<file path="config.mk">
export PLATFORM = sky130hd
export DESIGN_NAME = teg_fifo
export DESIGN_NICKNAME = d
export VERILOG_FILES = /design/src/assert_macros.svh /design/src/teg_pkg.sv /design/src/teg_fifo.sv
export SDC_FILE = /design/constraint.sdc
export NUM_CORES = 1
export LEC_CHECK = 0
export ABC_AREA = 1
export BUFFER_PORTS_ARGS = -buffer_cell sky130_fd_sc_hd__buf_4
export CAP_MARGIN = 20
export CORE_UTILIZATION = 47
export CTS_BUF_LIST = sky130_fd_sc_hd__clkbuf_4 sky130_fd_sc_hd__clkbuf_8 sky130_fd_sc_hd__clkbuf_16
export DETAILED_ROUTE_END_ITERATION = 7
export PLACE_DENSITY_LB_ADDON = 0.1
export SLEW_MARGIN = 20
export SYNTH_ARGS = -nofsm -noshare
export SYNTH_HDL_FRONTEND = slang
export SYNTH_SLANG_ARGS = --single-unit
</file>
<file path="constraint.sdc">
create_clock -name clk_i -period 6.4 [get_ports clk_i]
set_input_delay 1.28 -clock clk_i [delete_from_list [all_inputs] [get_ports clk_i]]
set_output_delay 1.28 -clock clk_i [all_outputs]
set_load 0.05 [all_outputs]
</file>
<file path="src/assert_macros.svh">
// ----------------------------------------------------------------------------
// assert_macros.svh
// assertion shorthands shared by the triangle geometry block
// ----------------------------------------------------------------------------
`ifndef ASSERT_MACROS_SVH
`define ASSERT_MACROS_SVH

// property must hold at every rising clock edge outside reset
`define ASSERT_ALWAYS(lbl, clk, rst_n, prop, msg) \
  lbl: assert property (@(posedge clk) disable iff (!rst_n) (prop)) else $error(msg);

// expression must never be true outside reset
`define ASSERT_NEVER(lbl, clk, rst_n, expr, msg) \
  lbl: assert property (@(posedge clk) disable iff (!rst_n) !(expr)) else $error(msg);

`endif

</file>
<file path="src/teg_pkg.sv">
// ----------------------------------------------------------------------------
// teg_pkg
// shared types, constants and helpers of the triangle geometry block
// ----------------------------------------------------------------------------
`timescale 1ns / 1ps
`default_nettype none

package teg_pkg;

  localparam int unsigned CoordW = 32;
  localparam int unsigned DiffW  = CoordW + 1;
  localparam int unsigned ValW   = 64;
  localparam int unsigned NumW   = 81;
  localparam int unsigned DenW   = 65;
  localparam int unsigned QDepth = 2;
  localparam int unsigned QAw    = $clog2(QDepth);
  localparam int unsigned QCw    = $clog2(QDepth + 1);

  localparam logic [1:0] KIND_JAC   = 2'd0;
  localparam logic [1:0] KIND_EDGE0 = 2'd1;
  localparam logic [1:0] KIND_EDGE1 = 2'd2;
  localparam logic [1:0] KIND_EDGE2 = 2'd3;

  typedef struct packed {
    logic signed [DiffW-1:0] j00;
    logic signed [DiffW-1:0] j01;
    logic signed [DiffW-1:0] j10;
    logic signed [DiffW-1:0] j11;
  } jac_t;

  typedef struct packed {
    logic full;
    logic empty;
  } q_status_t;

  // saturate a sign-magnitude value to signed Q32.32
  function automatic logic [ValW-1:0] sat_q32(input logic neg, input logic [NumW:0] mag);
    logic big;
    big = |mag[NumW:ValW-1];
    if (neg) begin
      sat_q32 = big ? {1'b1, {(ValW-1){1'b0}}} : (~mag[ValW-1:0] + 64'd1);
    end else begin
      sat_q32 = big ? {1'b0, {(ValW-1){1'b1}}} : mag[ValW-1:0];
    end
  endfunction

endpackage

`default_nettype wire

</file>
<file path="src/teg_fifo.sv">
// ----------------------------------------------------------------------------
// teg_fifo
// short queue of jacobian beats between the front and the back
// ----------------------------------------------------------------------------
`timescale 1ns / 1ps
`default_nettype none

module teg_fifo (
  input  wire logic          clk_i,
  input  wire logic          rst_ni,
  input  wire logic          push_i,
  input  wire teg_pkg::jac_t data_i,
  input  wire logic          pop_i,
  output teg_pkg::jac_t      data_o,
  output teg_pkg::q_status_t status_o
);
  import teg_pkg::*;

  jac_t           mem_q [QDepth];
  logic [QAw-1:0] wr_q, rd_q;
  logic [QCw-1:0] cnt_d, cnt_q;

  always_ff @(posedge clk_i) begin
    if (push_i) begin
      mem_q[wr_q] <= data_i;
    end
  end

  always_comb begin
    cnt_d = cnt_q;
    if (push_i && !pop_i) cnt_d = cnt_q + 1'b1;
    if (!push_i && pop_i) cnt_d = cnt_q - 1'b1;
  end

  always_ff @(posedge clk_i or negedge rst_ni) begin
    if (!rst_ni) begin
      wr_q  <= '0;
      rd_q  <= '0;
      cnt_q <= '0;
    end else begin
      if (push_i) wr_q <= wr_q + 1'b1;
      if (pop_i)  rd_q <= rd_q + 1'b1;
      cnt_q <= cnt_d;
    end
  end

  assign data_o         = mem_q[rd_q];
  assign status_o.full  = (cnt_q == QCw'(QDepth));
  assign status_o.empty = (cnt_q == '0);

endmodule

`default_nettype wire

</file>
Word level (Yosys, flattened, before mapping). Memory sizes are Yosys's and may differ from the RTL's. Cells that the tools add are included.

Bits in registers: 4. Bits in latches: 0. Bits in writable memories: 264. Bits in read-only memories: 0. Input port bits: 136. Memories kept: 1.

Memory list: mem_q (words 2, width 132, rd ports 1, clocked after Yosys merged registers in 0, wr ports 1, RTL line teg_fifo.sv:19) `jac_t mem_q [QDepth];`.

Add/sub/neg operators: 4. Multiply operators: 0. Divide/modulo/power cells: 0. Order comparisons: 0. Eq/ne operators: 1. Shift operators: 0. Muxes and demuxes: 4. Bitwise logic cells: 0. Reduce and logical (&&, ||, !) cells: 6.

Operator list (count): 2-bit two-way mux (2); 1-bit adder (second input constant) (2); 2-bit by 1-bit adder with 2-bit output (second input constant) (1); 2-bit equality test (second input constant) (1); 1-bit logical AND (2); 1-bit logical NOT (2); 2-bit logical NOT (1); 1-bit two-way mux (2); 2-bit nonzero test (1); 2-bit by 1-bit subtractor with 2-bit output (second input constant) (1).

Longest topological paths before layout.
Depth in word-level cells: 4. Depth in mapped cells: 7. Gate-level depth less buffers: 7.

Least setup slack after synthesis. No wires, ideal clock.

Kind: input to register. Start point: input port push_i. End point: memory mem_q[0][0] (netlist bit) (enable). Data arrival time: 6.867 ns. Setup slack: -1.095 ns. Stages on the path: 2. Path buffers: 0. Cells stage by stage: inv_1 -> nor2_1.

Word-level cells in the longest chain between the ends: 2.

Ends and longest elaborated chain: start, declared (RTL line teg_fifo.sv:11) `input wire logic push_i,`; 1-bit two-way mux (RTL line teg_fifo.sv:24) `if (push_i) begin`; 1-bit two-way mux (implied by the code) (RTL line teg_fifo.sv:25) `mem_q[wr_q] <= data_i;`; end, declared (RTL line teg_fifo.sv:19).

No other way between the ends.

==> flow_summary_export.csv <==
group,metric,value,unit
status,outcome,"completed",
synthesis,syn_area,9930,µm²
clock_tree,clock_path_buffers,3,
worst_setup_path,path_cells,"buf_12, o21ai_0, buf_4",
route,wl,19200,µm
finish,diodes,0,
placed_design,dpl.cell_count,1229,
clock_tree,postCtsResizedCells,0,
timing,finalSetupTns,0,ns
synthesis,yosys-top-cells-area,"edfxtp_1 80%, o21ai_0 6.7%, inv_1 5.2%, nand2_1 5.2%, buf_2 1.3%",
route,drtPass1Iterations,4,
worst_setup_path,startpoint_type,"flip-flop",
timing,tightest_slew,0.954,ns
route,drc,0,
route,ant_nets,0,
die,die_y,147,µm
clock_tree,cts_root_buffer,"clkbuf_16",
hold_path,hp-class,"flip-flop to flip-flop",
synthesis,netlist.area_leader.share,0.798,
route,wl_per_cell,15.0,µm
synthesis,synth_seq_cells,268,
die,ios,270,
clock_tree,clkSlewWorstSetupHoldPaths,0.05,ns
finish,final_cell_count_no_fill,1279,
global_route,grt_max_degree,159,
worst_setup_path,end_kind,"output pin",
finish,drive_above_1_share,0.318,
synthesis,seq_area_frac_synth,0.808,
run,max_cap_viol_count,0,
synthesis,ys_warn_count,0,
timing,hold_violations,0,
global_route,grt_use_total,0.177,
worst_setup_path,cpMaxStageDelayCell,"dfrtp_4",
power_and_ir_drop,power_density,541,nW/µm²
worst_setup_path,cpPeakStageDelay,1.03,ns
synthesis,synth_cell_type_count,14,
route,vias,5902,
finish,fillCellCount,1561,
finish,final_core_util,0.641,
synthesis,ys.flop_type,"edfxtp_1",
global_route,grt_pass1_vias,5678,
global_route,grt-ovfl-total,0,
global_route,grt_pass1_wl,29700,µm
synthesis,postSynthAreaPerCell,13.9,µm²
global_route,grt_antenna_before_repair,0,
route,viasPerCell,4.61,
worst_setup_path,worstSetupPathType,"flip-flop to output pin",
timing,fin_worst_skew,0.00853,ns
clock_tree,post_cts_buffers,0,
timing,maxClockFrequency,253,MHz
timing,slew_viol_final,0,
synthesis,synth-edff-count,264,
placed_design,place_congestion,0.729,
timing,fin_crit,3.95,ns
synthesis,netlist_instances,713,
clock_tree,clock_latency,0.52,ns
worst_setup_path,required,5.12,ns
synthesis,synth_fp_nets,850,
die,coreArea,20500,µm²
timing,setup_viol,0,
synthesis,synth.most_common_cell,"edfxtp_1",
die,die-area,21700,µm²
synthesis,synthTopCellsByCount,"264 x edfxtp_1, 138 x inv_1, 137 x nand2_1",
synthesis,yosys.area.top_type,"edfxtp_1",
finish,area_growth,32.2,%
placed_design,dp_hpwl,12600,µm
clock_tree,cts_max_level,1,
clock_tree,numCtsBuffers,28,
timing,fin_crit_sh,0.618,
timing,rsz0062_at_grt,"no",
worst_setup_path,cp.arrival,2.67,ns
synthesis,ys_async_sr_fraction,0.0149,
die,start_util,0.485,
power_and_ir_drop,vdd_ir_drop_max,0.000424,V
finish,nNetsFinal,1126,
die,die_w,147,µm
power_and_ir_drop,leakage,5.56,nW
worst_setup_path,critical_path.max_fanout,158,
timing,slew_headroom,0.364,
placed_design,io_buffers,269,
clock_tree,cts_tree,"built",
route,drt_iter0_drc,282,
clock_tree,hold_buffers,0,
die,num_rows,52,
clock_tree,cts.sink_count,268,
## where the power goes
part | total (mW) | switching (mW) | internal, mW
logic | 3.08 | 2.29 | 0.787
clock network | 1.53 | 0.617 | 0.912
registers | 2.49 | 0.165 | 2.33
total | 7.10 | 3.07 | 4.03
## cells in the final DEF, fill, tap and decap left out, drive strengths merged, types with 2 or more instances in the layout
master / count
buf: 275
bufinv: 2
clkbuf: 32
clkinv: 15
dfrtp: 4
edfxtp: 264
inv: 138
nand2: 137
nor2: 3
o21ai: 132
xor2: 2
## worst max-delay path: cells and delay by family (launching register included)
kind	cells	cell delay, ns
DFF	1	1.03
buffers and inverters	2	0.75
AOI/OAI and AO/OA	1	0.28
## cell type report
class	count	area, µm²	area share
clock inverters	18	138	0.0105
clock buffers	32	748	0.0570
repair buffers	275	2110	0.161
well taps	270	338	0.0257
multi-input cells	278	1240	0.0947
inverters	138	520	0.0396
flip-flops and latches	268	8030	0.612
## state kept, by name (all words and copies together) (netlist names)
| register | count |
|---|---|
| wr_q | 1 |
| cnt_q | 2 |
| rd_q | 1 |
| mem_q | 264 |
## final timing paths
kind	from	end	slack, ns	cells after the start
min in group asynchronous	rst_ni	wr_q$_DFFE_PN0P_	0.55	1
max	rd_q$_DFFE_PN0P_	data_o[9]	2.45	3
max in group asynchronous	rst_ni	rd_q$_DFFE_PN0P_	5.74	1
min	cnt_q[1]$_DFFE_PN0P_	cnt_q[1]$_DFFE_PN0P_	0.51	2
min reg2reg	cnt_q[1]$_DFFE_PN0P_	cnt_q[1]$_DFFE_PN0P_	0.51	2
max reg2reg	wr_q$_DFFE_PN0P_	mem_q[1][106]$_DFFE_PP_	4.04	3
## logic make-up after synthesis
| logic type | after synthesis | share of synthesized area |
|---|---|---|
| buffers and inverters | 167 | 0.0672 |
| XOR/XNOR | 3 | 0.00265 |
| AO/OA/AOI/OAI | 132 | 0.0665 |
| adder cells (fa/ha/maj) | 1 | 0.00126 |
| AND/OR/NAND/NOR | 142 | 0.0541 |
| flip-flops | 268 | 0.808 |
## through the flow
step / hold WS [ns] / power (mW) / area (µm²) / worst slack, ns
after floorplan: 0.463 / 4.69 / 9930 / 1.21
after global placement: 0.489 / 5.61 / 12200 / 2.98
after detailed placement: 0.490 / 5.64 / 12200 / 2.96
after CTS: 0.507 / 7.18 / 13100 / 2.38
after global routing: 0.525 / 7.42 / 13100 / 2.15
final: 0.508 / 7.10 / 13100 / 2.45
## routing by layer
layer  track usage  up-vias  share of wire
li1              -     2959              -
met1         0.222     2711           0.40
met2         0.295      209           0.49
met3        0.0565       23          0.090
met4        0.0505        0          0.017
met5             0        -              0
Note: power is estimated with default switching activity, not from simulation.
