[src/assert_macros.svh]
// ----------------------------------------------------------------------------
// assert_macros.svh
// assertion shorthands shared by the triangle geometry block
// ----------------------------------------------------------------------------
`ifndef ASSERT_MACROS_SVH
`define ASSERT_MACROS_SVH

// property must hold at every rising clock edge outside reset
`define ASSERT_ALWAYS(lbl, clk, rst_n, prop, msg) \
  lbl: assert property (@(posedge clk) disable iff (!rst_n) (prop)) else $error(msg);

// expression must never be true outside reset
`define ASSERT_NEVER(lbl, clk, rst_n, expr, msg) \
  lbl: assert property (@(posedge clk) disable iff (!rst_n) !(expr)) else $error(msg);

`endif

[src/teg_pkg.sv]
// ----------------------------------------------------------------------------
// teg_pkg
// shared types, constants and helpers of the triangle geometry block
// ----------------------------------------------------------------------------
`timescale 1ns / 1ps
`default_nettype none

package teg_pkg;

  localparam int unsigned CoordW = 32;
  localparam int unsigned DiffW  = CoordW + 1;
  localparam int unsigned ValW   = 64;
  localparam int unsigned NumW   = 81;
  localparam int unsigned DenW   = 65;
  localparam int unsigned QDepth = 2;
  localparam int unsigned QAw    = $clog2(QDepth);
  localparam int unsigned QCw    = $clog2(QDepth + 1);

  localparam logic [1:0] KIND_JAC   = 2'd0;
  localparam logic [1:0] KIND_EDGE0 = 2'd1;
  localparam logic [1:0] KIND_EDGE1 = 2'd2;
  localparam logic [1:0] KIND_EDGE2 = 2'd3;

  typedef struct packed {
    logic signed [DiffW-1:0] j00;
    logic signed [DiffW-1:0] j01;
    logic signed [DiffW-1:0] j10;
    logic signed [DiffW-1:0] j11;
  } jac_t;

  typedef struct packed {
    logic full;
    logic empty;
  } q_status_t;

  // saturate a sign-magnitude value to signed Q32.32
  function automatic logic [ValW-1:0] sat_q32(input logic neg, input logic [NumW:0] mag);
    logic big;
    big = |mag[NumW:ValW-1];
    if (neg) begin
      sat_q32 = big ? {1'b1, {(ValW-1){1'b0}}} : (~mag[ValW-1:0] + 64'd1);
    end else begin
      sat_q32 = big ? {1'b0, {(ValW-1){1'b1}}} : mag[ValW-1:0];
    end
  endfunction

endpackage

`default_nettype wire

[src/teg_front.sv]
// ----------------------------------------------------------------------------
// teg_front
// accepts vertex beats and forms the jacobian entries as vertex differences
// ----------------------------------------------------------------------------
`timescale 1ns / 1ps
`default_nettype none

module teg_front (
  input  wire logic                                clk_i,
  input  wire logic                                rst_ni,
  input  wire logic                                start,
  output logic                                     busy,
  input  wire logic signed [teg_pkg::CoordW-1:0]   x0_i,
  input  wire logic signed [teg_pkg::CoordW-1:0]   y0_i,
  input  wire logic signed [teg_pkg::CoordW-1:0]   x1_i,
  input  wire logic signed [teg_pkg::CoordW-1:0]   y1_i,
  input  wire logic signed [teg_pkg::CoordW-1:0]   x2_i,
  input  wire logic signed [teg_pkg::CoordW-1:0]   y2_i,
  input  wire logic                                full_i,
  output logic                                     push_o,
  output teg_pkg::jac_t                            data_o
);
  import teg_pkg::*;

  logic fv_q;
  jac_t fd_q;
  logic accept;

  assign busy   = fv_q & full_i;
  assign accept = start & ~busy;
  assign push_o = fv_q & ~full_i;
  assign data_o = fd_q;

  always_ff @(posedge clk_i) begin
    if (accept) begin
      fd_q.j00 <= DiffW'(x1_i) - DiffW'(x0_i);
      fd_q.j01 <= DiffW'(x2_i) - DiffW'(x0_i);
      fd_q.j10 <= DiffW'(y1_i) - DiffW'(y0_i);
      fd_q.j11 <= DiffW'(y2_i) - DiffW'(y0_i);
    end
  end

  always_ff @(posedge clk_i or negedge rst_ni) begin
    if (!rst_ni) begin
      fv_q <= 1'b0;
    end else if (accept) begin
      fv_q <= 1'b1;
    end else if (push_o) begin
      fv_q <= 1'b0;
    end
  end

endmodule

`default_nettype wire

[config.mk]
export PLATFORM = sky130hd
export DESIGN_NAME = teg_front
export DESIGN_NICKNAME = d
export VERILOG_FILES = /design/src/assert_macros.svh /design/src/teg_pkg.sv /design/src/teg_front.sv
export SDC_FILE = /design/constraint.sdc
export NUM_CORES = 1
export LEC_CHECK = 0
export BUFFER_PORTS_ARGS = -buffer_cell sky130_fd_sc_hd__buf_4
export CAP_MARGIN = 20
export CORE_MARGIN = 4
export CORE_UTILIZATION = 53
export DETAILED_ROUTE_END_ITERATION = 7
export PLACE_DENSITY = 0.82
export SYNTH_ARGS = -nofsm -noshare
export SYNTH_HDL_FRONTEND = slang
export SYNTH_SLANG_ARGS = --single-unit
export TNS_END_PERCENT = 30
[constraint.sdc]
create_clock -name clk_i -period 8 [get_ports clk_i]
set_clock_uncertainty 0.05 [all_clocks]
set_input_delay 0.4 -clock clk_i [delete_from_list [all_inputs] [get_ports clk_i]]
set_output_delay 0.4 -clock clk_i [all_outputs]
set_load 0.03 [all_outputs]
## After elaboration in Yosys (flattened, before gate mapping)

Index checks and enable logic that the tools add are counted.

| word-level totals | value |
|---|---|
| bits of input ports | 196 |
| word-level logic and storage cells | 17 |
| output and inout bits | 134 |
| register bits | 133 |

| operators by class | value |
|---|---|
| add/subtract/negate cells | 4 |
| reductions and logical operators | 1 |
| muxes and demuxes | 2 |
| bitwise logic cells | 5 |

Operator list:

| cell | number |
|---|---|
| $sub 32x32->33 | 4 |
| $and 1x1->1 | 3 |
| $mux 1 | 2 |
| $not 1->1 | 2 |
| $reduce_bool 2->1 | 1 |

## Depth between registers and ports, before layout

| depth | value |
|---|---|
| depth after elaboration | 4 |
| gate-level depth with buffers | 12 |
| depth with buffers taken out | 12 |

## Worst setup path after synthesis

OpenSTA, ideal clock, no wires.

| timing | value |
|---|---|
| path type | input to register |
| start point | input port full_i |
| end point | register fd_q, in the netlist data_o[0], enable pin |
| arrival | 6.488 ns |
| path slack | 0.825 ns |
| path buffers | 0 |
| setup time | 0.638 ns |
| stages | 2 |
| cells stage by stage | and2_1 nor2b_1 |

| on the way | value |
|---|---|
| cells in the longest elaborated chain, start to end | 3 |

Ends and longest elaborated chain:

| item | line | text |
|---|---|---|
| start: declaration | teg_front.sv:19 | `input wire logic full_i,` |
| $and 1x1->1 | teg_front.sv:29 | `assign busy = fv_q & full_i;` |
| $not 1->1 | teg_front.sv:30 | `assign accept = start & ~busy;` |
| $and 1x1->1 | teg_front.sv:30 |  |
| named net accept | teg_front.sv:27 | `logic accept;` |
| end: declaration | teg_front.sv:26 | `jac_t fd_q;` |

The timed path passes the listed nets, and every way through them passes these cells.
A chain may end at the register's enable or synchronous reset.

## Final worst setup path

| timing | value |
|---|---|
| start point | input port x0_i[9] (netlist bit) |
| end point | register fd_q, in the netlist data_o[128], data pin |

| on the way | value |
|---|---|
| cells in the longest elaborated chain, start to end | 1 |

Ends and longest elaborated chain:

| item | line | text |
|---|---|---|
| start: declaration | teg_front.sv:13 | `input wire logic signed [teg_pkg::CoordW-1:0] x0_i,` |
| $sub 32x32->33 | teg_front.sv:36 | `fd_q.j00 <= DiffW'(x1_i) - DiffW'(x0_i);` |

No other way between the ends.

==> impl_metrics.toml <==
[floorplan]
core_um2 = 19600
io_pins = 330
rows = 51
dieHeight_um = 150
design.die.area_um2 = 22400
initial_core_util = 0.543
die_x_um = 150

[synthesis]
syn_nets = 1422
ys_warn_count = 0
syn_area_per_cell_um2 = 9.73
ys_seq_area_frac = 0.375
synth_flop_cell = "edfxtp_1"
ys_async_sr_fraction = 0.00752
synth.distinct_cells = 64
synth_area_um2 = 10600
synth_edf_count = 132
synth-seq-cells = 133
syn_inst = 1094

[worst_setup_path]
critPathTopFamily = "compound AO/OA/AOI/OAI gates"
path_buf_inv = 2
worstSetupEndpointType = "flop"
crit_path_max_fanout = 4
cpPeakStageDelay_ns = 0.38
worstPathArrival_ns = 3.14
path_common_cell = "o21ai_0"
worstSetupStartpointType = "input pin"
cp_data_required_time_ns = 8.11
cp_cell_sequence = "buf_4 -> inv_1 -> ha_1 -> a21oi_1 -> o21ai_0 -> a221o_1 -> a31oi_1 -> nand2_1 -> a41o_1 -> a311oi_1 -> o21ai_0 -> xor2_1"
crit_type = "input pin to flop"
crit_slowest_cell = "a221o_1"

[timing]
period_needed_ns = 3.04
fmax_mhz = 329
rsz0062_at_grt = "false"
finalSetupViolCount = 0
period_share = 0.379
slew_headroom = 0.286
hold_ws_ns = 0.156
hold_viol_final = 0
slew_violations = 0
finalSetupTns_ns = 0
fin_ws_ns = 4.96
tightest_slew_ns = 1.07

[place]
post-place-ws_ns = 4.57
port-buffer-count = 329
place_congestion = 0.937
dp_cells = 1681
dp_hpwl_um = 24000
place_area_um2 = 13400

[detailed_routing]
first_iter_violations = 584
wl_per_cell_um = 17.1
first_pass_iters = 6
drc = 0
finalWirelength_um = 29300
vias = 9612
viasPerCell = 5.61
ant_nets = 0

[global_routing]
globalRouteOverflowTotal = 0
grt_max_degree = 85
grt_pass1_wl_um = 45400
gr-usage-all-layers = 0.256
antenna_found_initial = 0
grt_pass1_vias = 9259

[final_layout]
num-fill-cells = 1432
instances_no_fill = 1714
syn_to_final_growth_pct = 31.9
drive_gt1_frac = 0.262
diodes = 0
final_nets = 1764
finish.utilization = 0.717
design_area_um2 = 14000

[pwr]
finalPower_mw = 2.64
vdd_drop_max_v = 0.000154
pwr_density_cell_nw_per_um2 = 188
leakage_nw = 6.57

[clocking]
cts_buffers = 17
clk_latency_ns = 0.41
cts-root-buf = "clkbuf_16"
path_clk_slew_ns = 0.06
cts.sinks = 133
cts-htree-levels = 4
cts_tree = "built"
cts_resized = 0
clockBufferDepth = 2

[outcome]
outcome = "finished, final reports clean"

[run]
cap_violations = 0

[min_path]
hp-class = "input pin to flop"
where the power goes:
group          internal (mW)  switching, mW
Sequential             0.888         0.0247
Combinational          0.392          0.542
Clock                  0.506          0.288
synth_stat cells, types with 6 or more instances:
cell type    n  share of area
o22ai_1      6         0.0035
inv_1      103          0.036
nor2b_1     22          0.013
a21oi_1    101          0.047
xnor2_1     64          0.053
and4_1       7         0.0058
a311oi_1     6         0.0049
o211ai_1    12         0.0085
edfxtp_1   132           0.37
nor2_1      59          0.021
nand4_1      9         0.0053
nand3_1     23          0.011
a31oi_1     16         0.0094
o21bai_1    15          0.011
nand2b_1    18          0.011
xor2_1      43          0.035
a211oi_1     9         0.0063
nor3_1      17         0.0080
or2_2        6         0.0035
clkbuf_1     9         0.0032
and3_1       7         0.0041
nand2_1     70          0.025
o21a_1      19          0.013
ha_1       128           0.15
o21ai_0     54          0.025
a21o_1      58          0.041
and2_1       8         0.0047
worst register-to-register path, cell delays in order (launching register included):
cell and delay (ns):
dfrtp_1 0.38, and2_1 0.18, nor2b_4 0.11, buf_4 0.51
buf_4 0.93
path summary, 6_finish.rpt:
path                          from  slack, ns  cells after the start          end
setup / recovery           x0_i[9]       4.96                     12  data_o[128]
hold / removal               start       0.16                      2         fv_q
setup reg to reg              fv_q       5.40                      4  data_o[101]
hold reg to reg               fv_q       0.68                      2         fv_q
max in group asynchronous   rst_ni       7.56                      2         fv_q
min in group asynchronous   rst_ni       0.26                      2         fv_q
cells in the final DEF, fill, tap and decap left out, types with 17 or more instances in the layout:
| cell type | n |
|---|---|
| a21o_1 | 58 |
| a21oi_1 | 101 |
| buf_4 | 331 |
| clkbuf_16 | 17 |
| edfxtp_1 | 132 |
| ha_1 | 128 |
| inv_1 | 103 |
| nand2_1 | 70 |
| nand2b_1 | 18 |
| nand3_1 | 23 |
| nor2_1 | 59 |
| nor2b_1 | 21 |
| nor3_1 | 17 |
| o21a_1 | 19 |
| o21ai_0 | 54 |
| xnor2_1 | 64 |
| xor2_1 | 43 |
logic make-up (layout without fill, tap and decap cells):
logic type	after synthesis	in the layout	synth area share
buf+inv	112	467	0.0395
simple gates	262	262	0.123
mux	1	1	0.00106
flops	133	133	0.375
fa+ha+maj	132	132	0.158
xor+xnor	107	107	0.0880
compound gates	347	347	0.216
cell type report:
cell class                 count  area (um2)  area share
tap                          265         332      0.0236
sequential                   133        3990       0.284
clock buffer                  23         468      0.0333
clock inverter                 9         129     0.00918
multi-input combinational    849        6240       0.445
inverter                     103         387      0.0275
timing repair buffer         332        2490       0.178
layer usage:
layer | vias to the layer above | share of wire | GRT usage
met5 | - | 0 | 0
met4 | 0 | 0.040 | 0.114
met3 | 68 | 0.085 | 0.0530
met2 | 412 | 0.47 | 0.428
met1 | 4387 | 0.40 | 0.320
li1 | 4745 | - | -
flip-flops by register name (all words and copies together), names as in the netlist:
name	count
data_o	132
fv_q	1
what timing repair did:
action                    in CTS  in global routing
hold buffers                   1                  0
buffers inserted               0                  0
hold endpoints to repair       1                  0
Power figures use the tool's default switching activity.
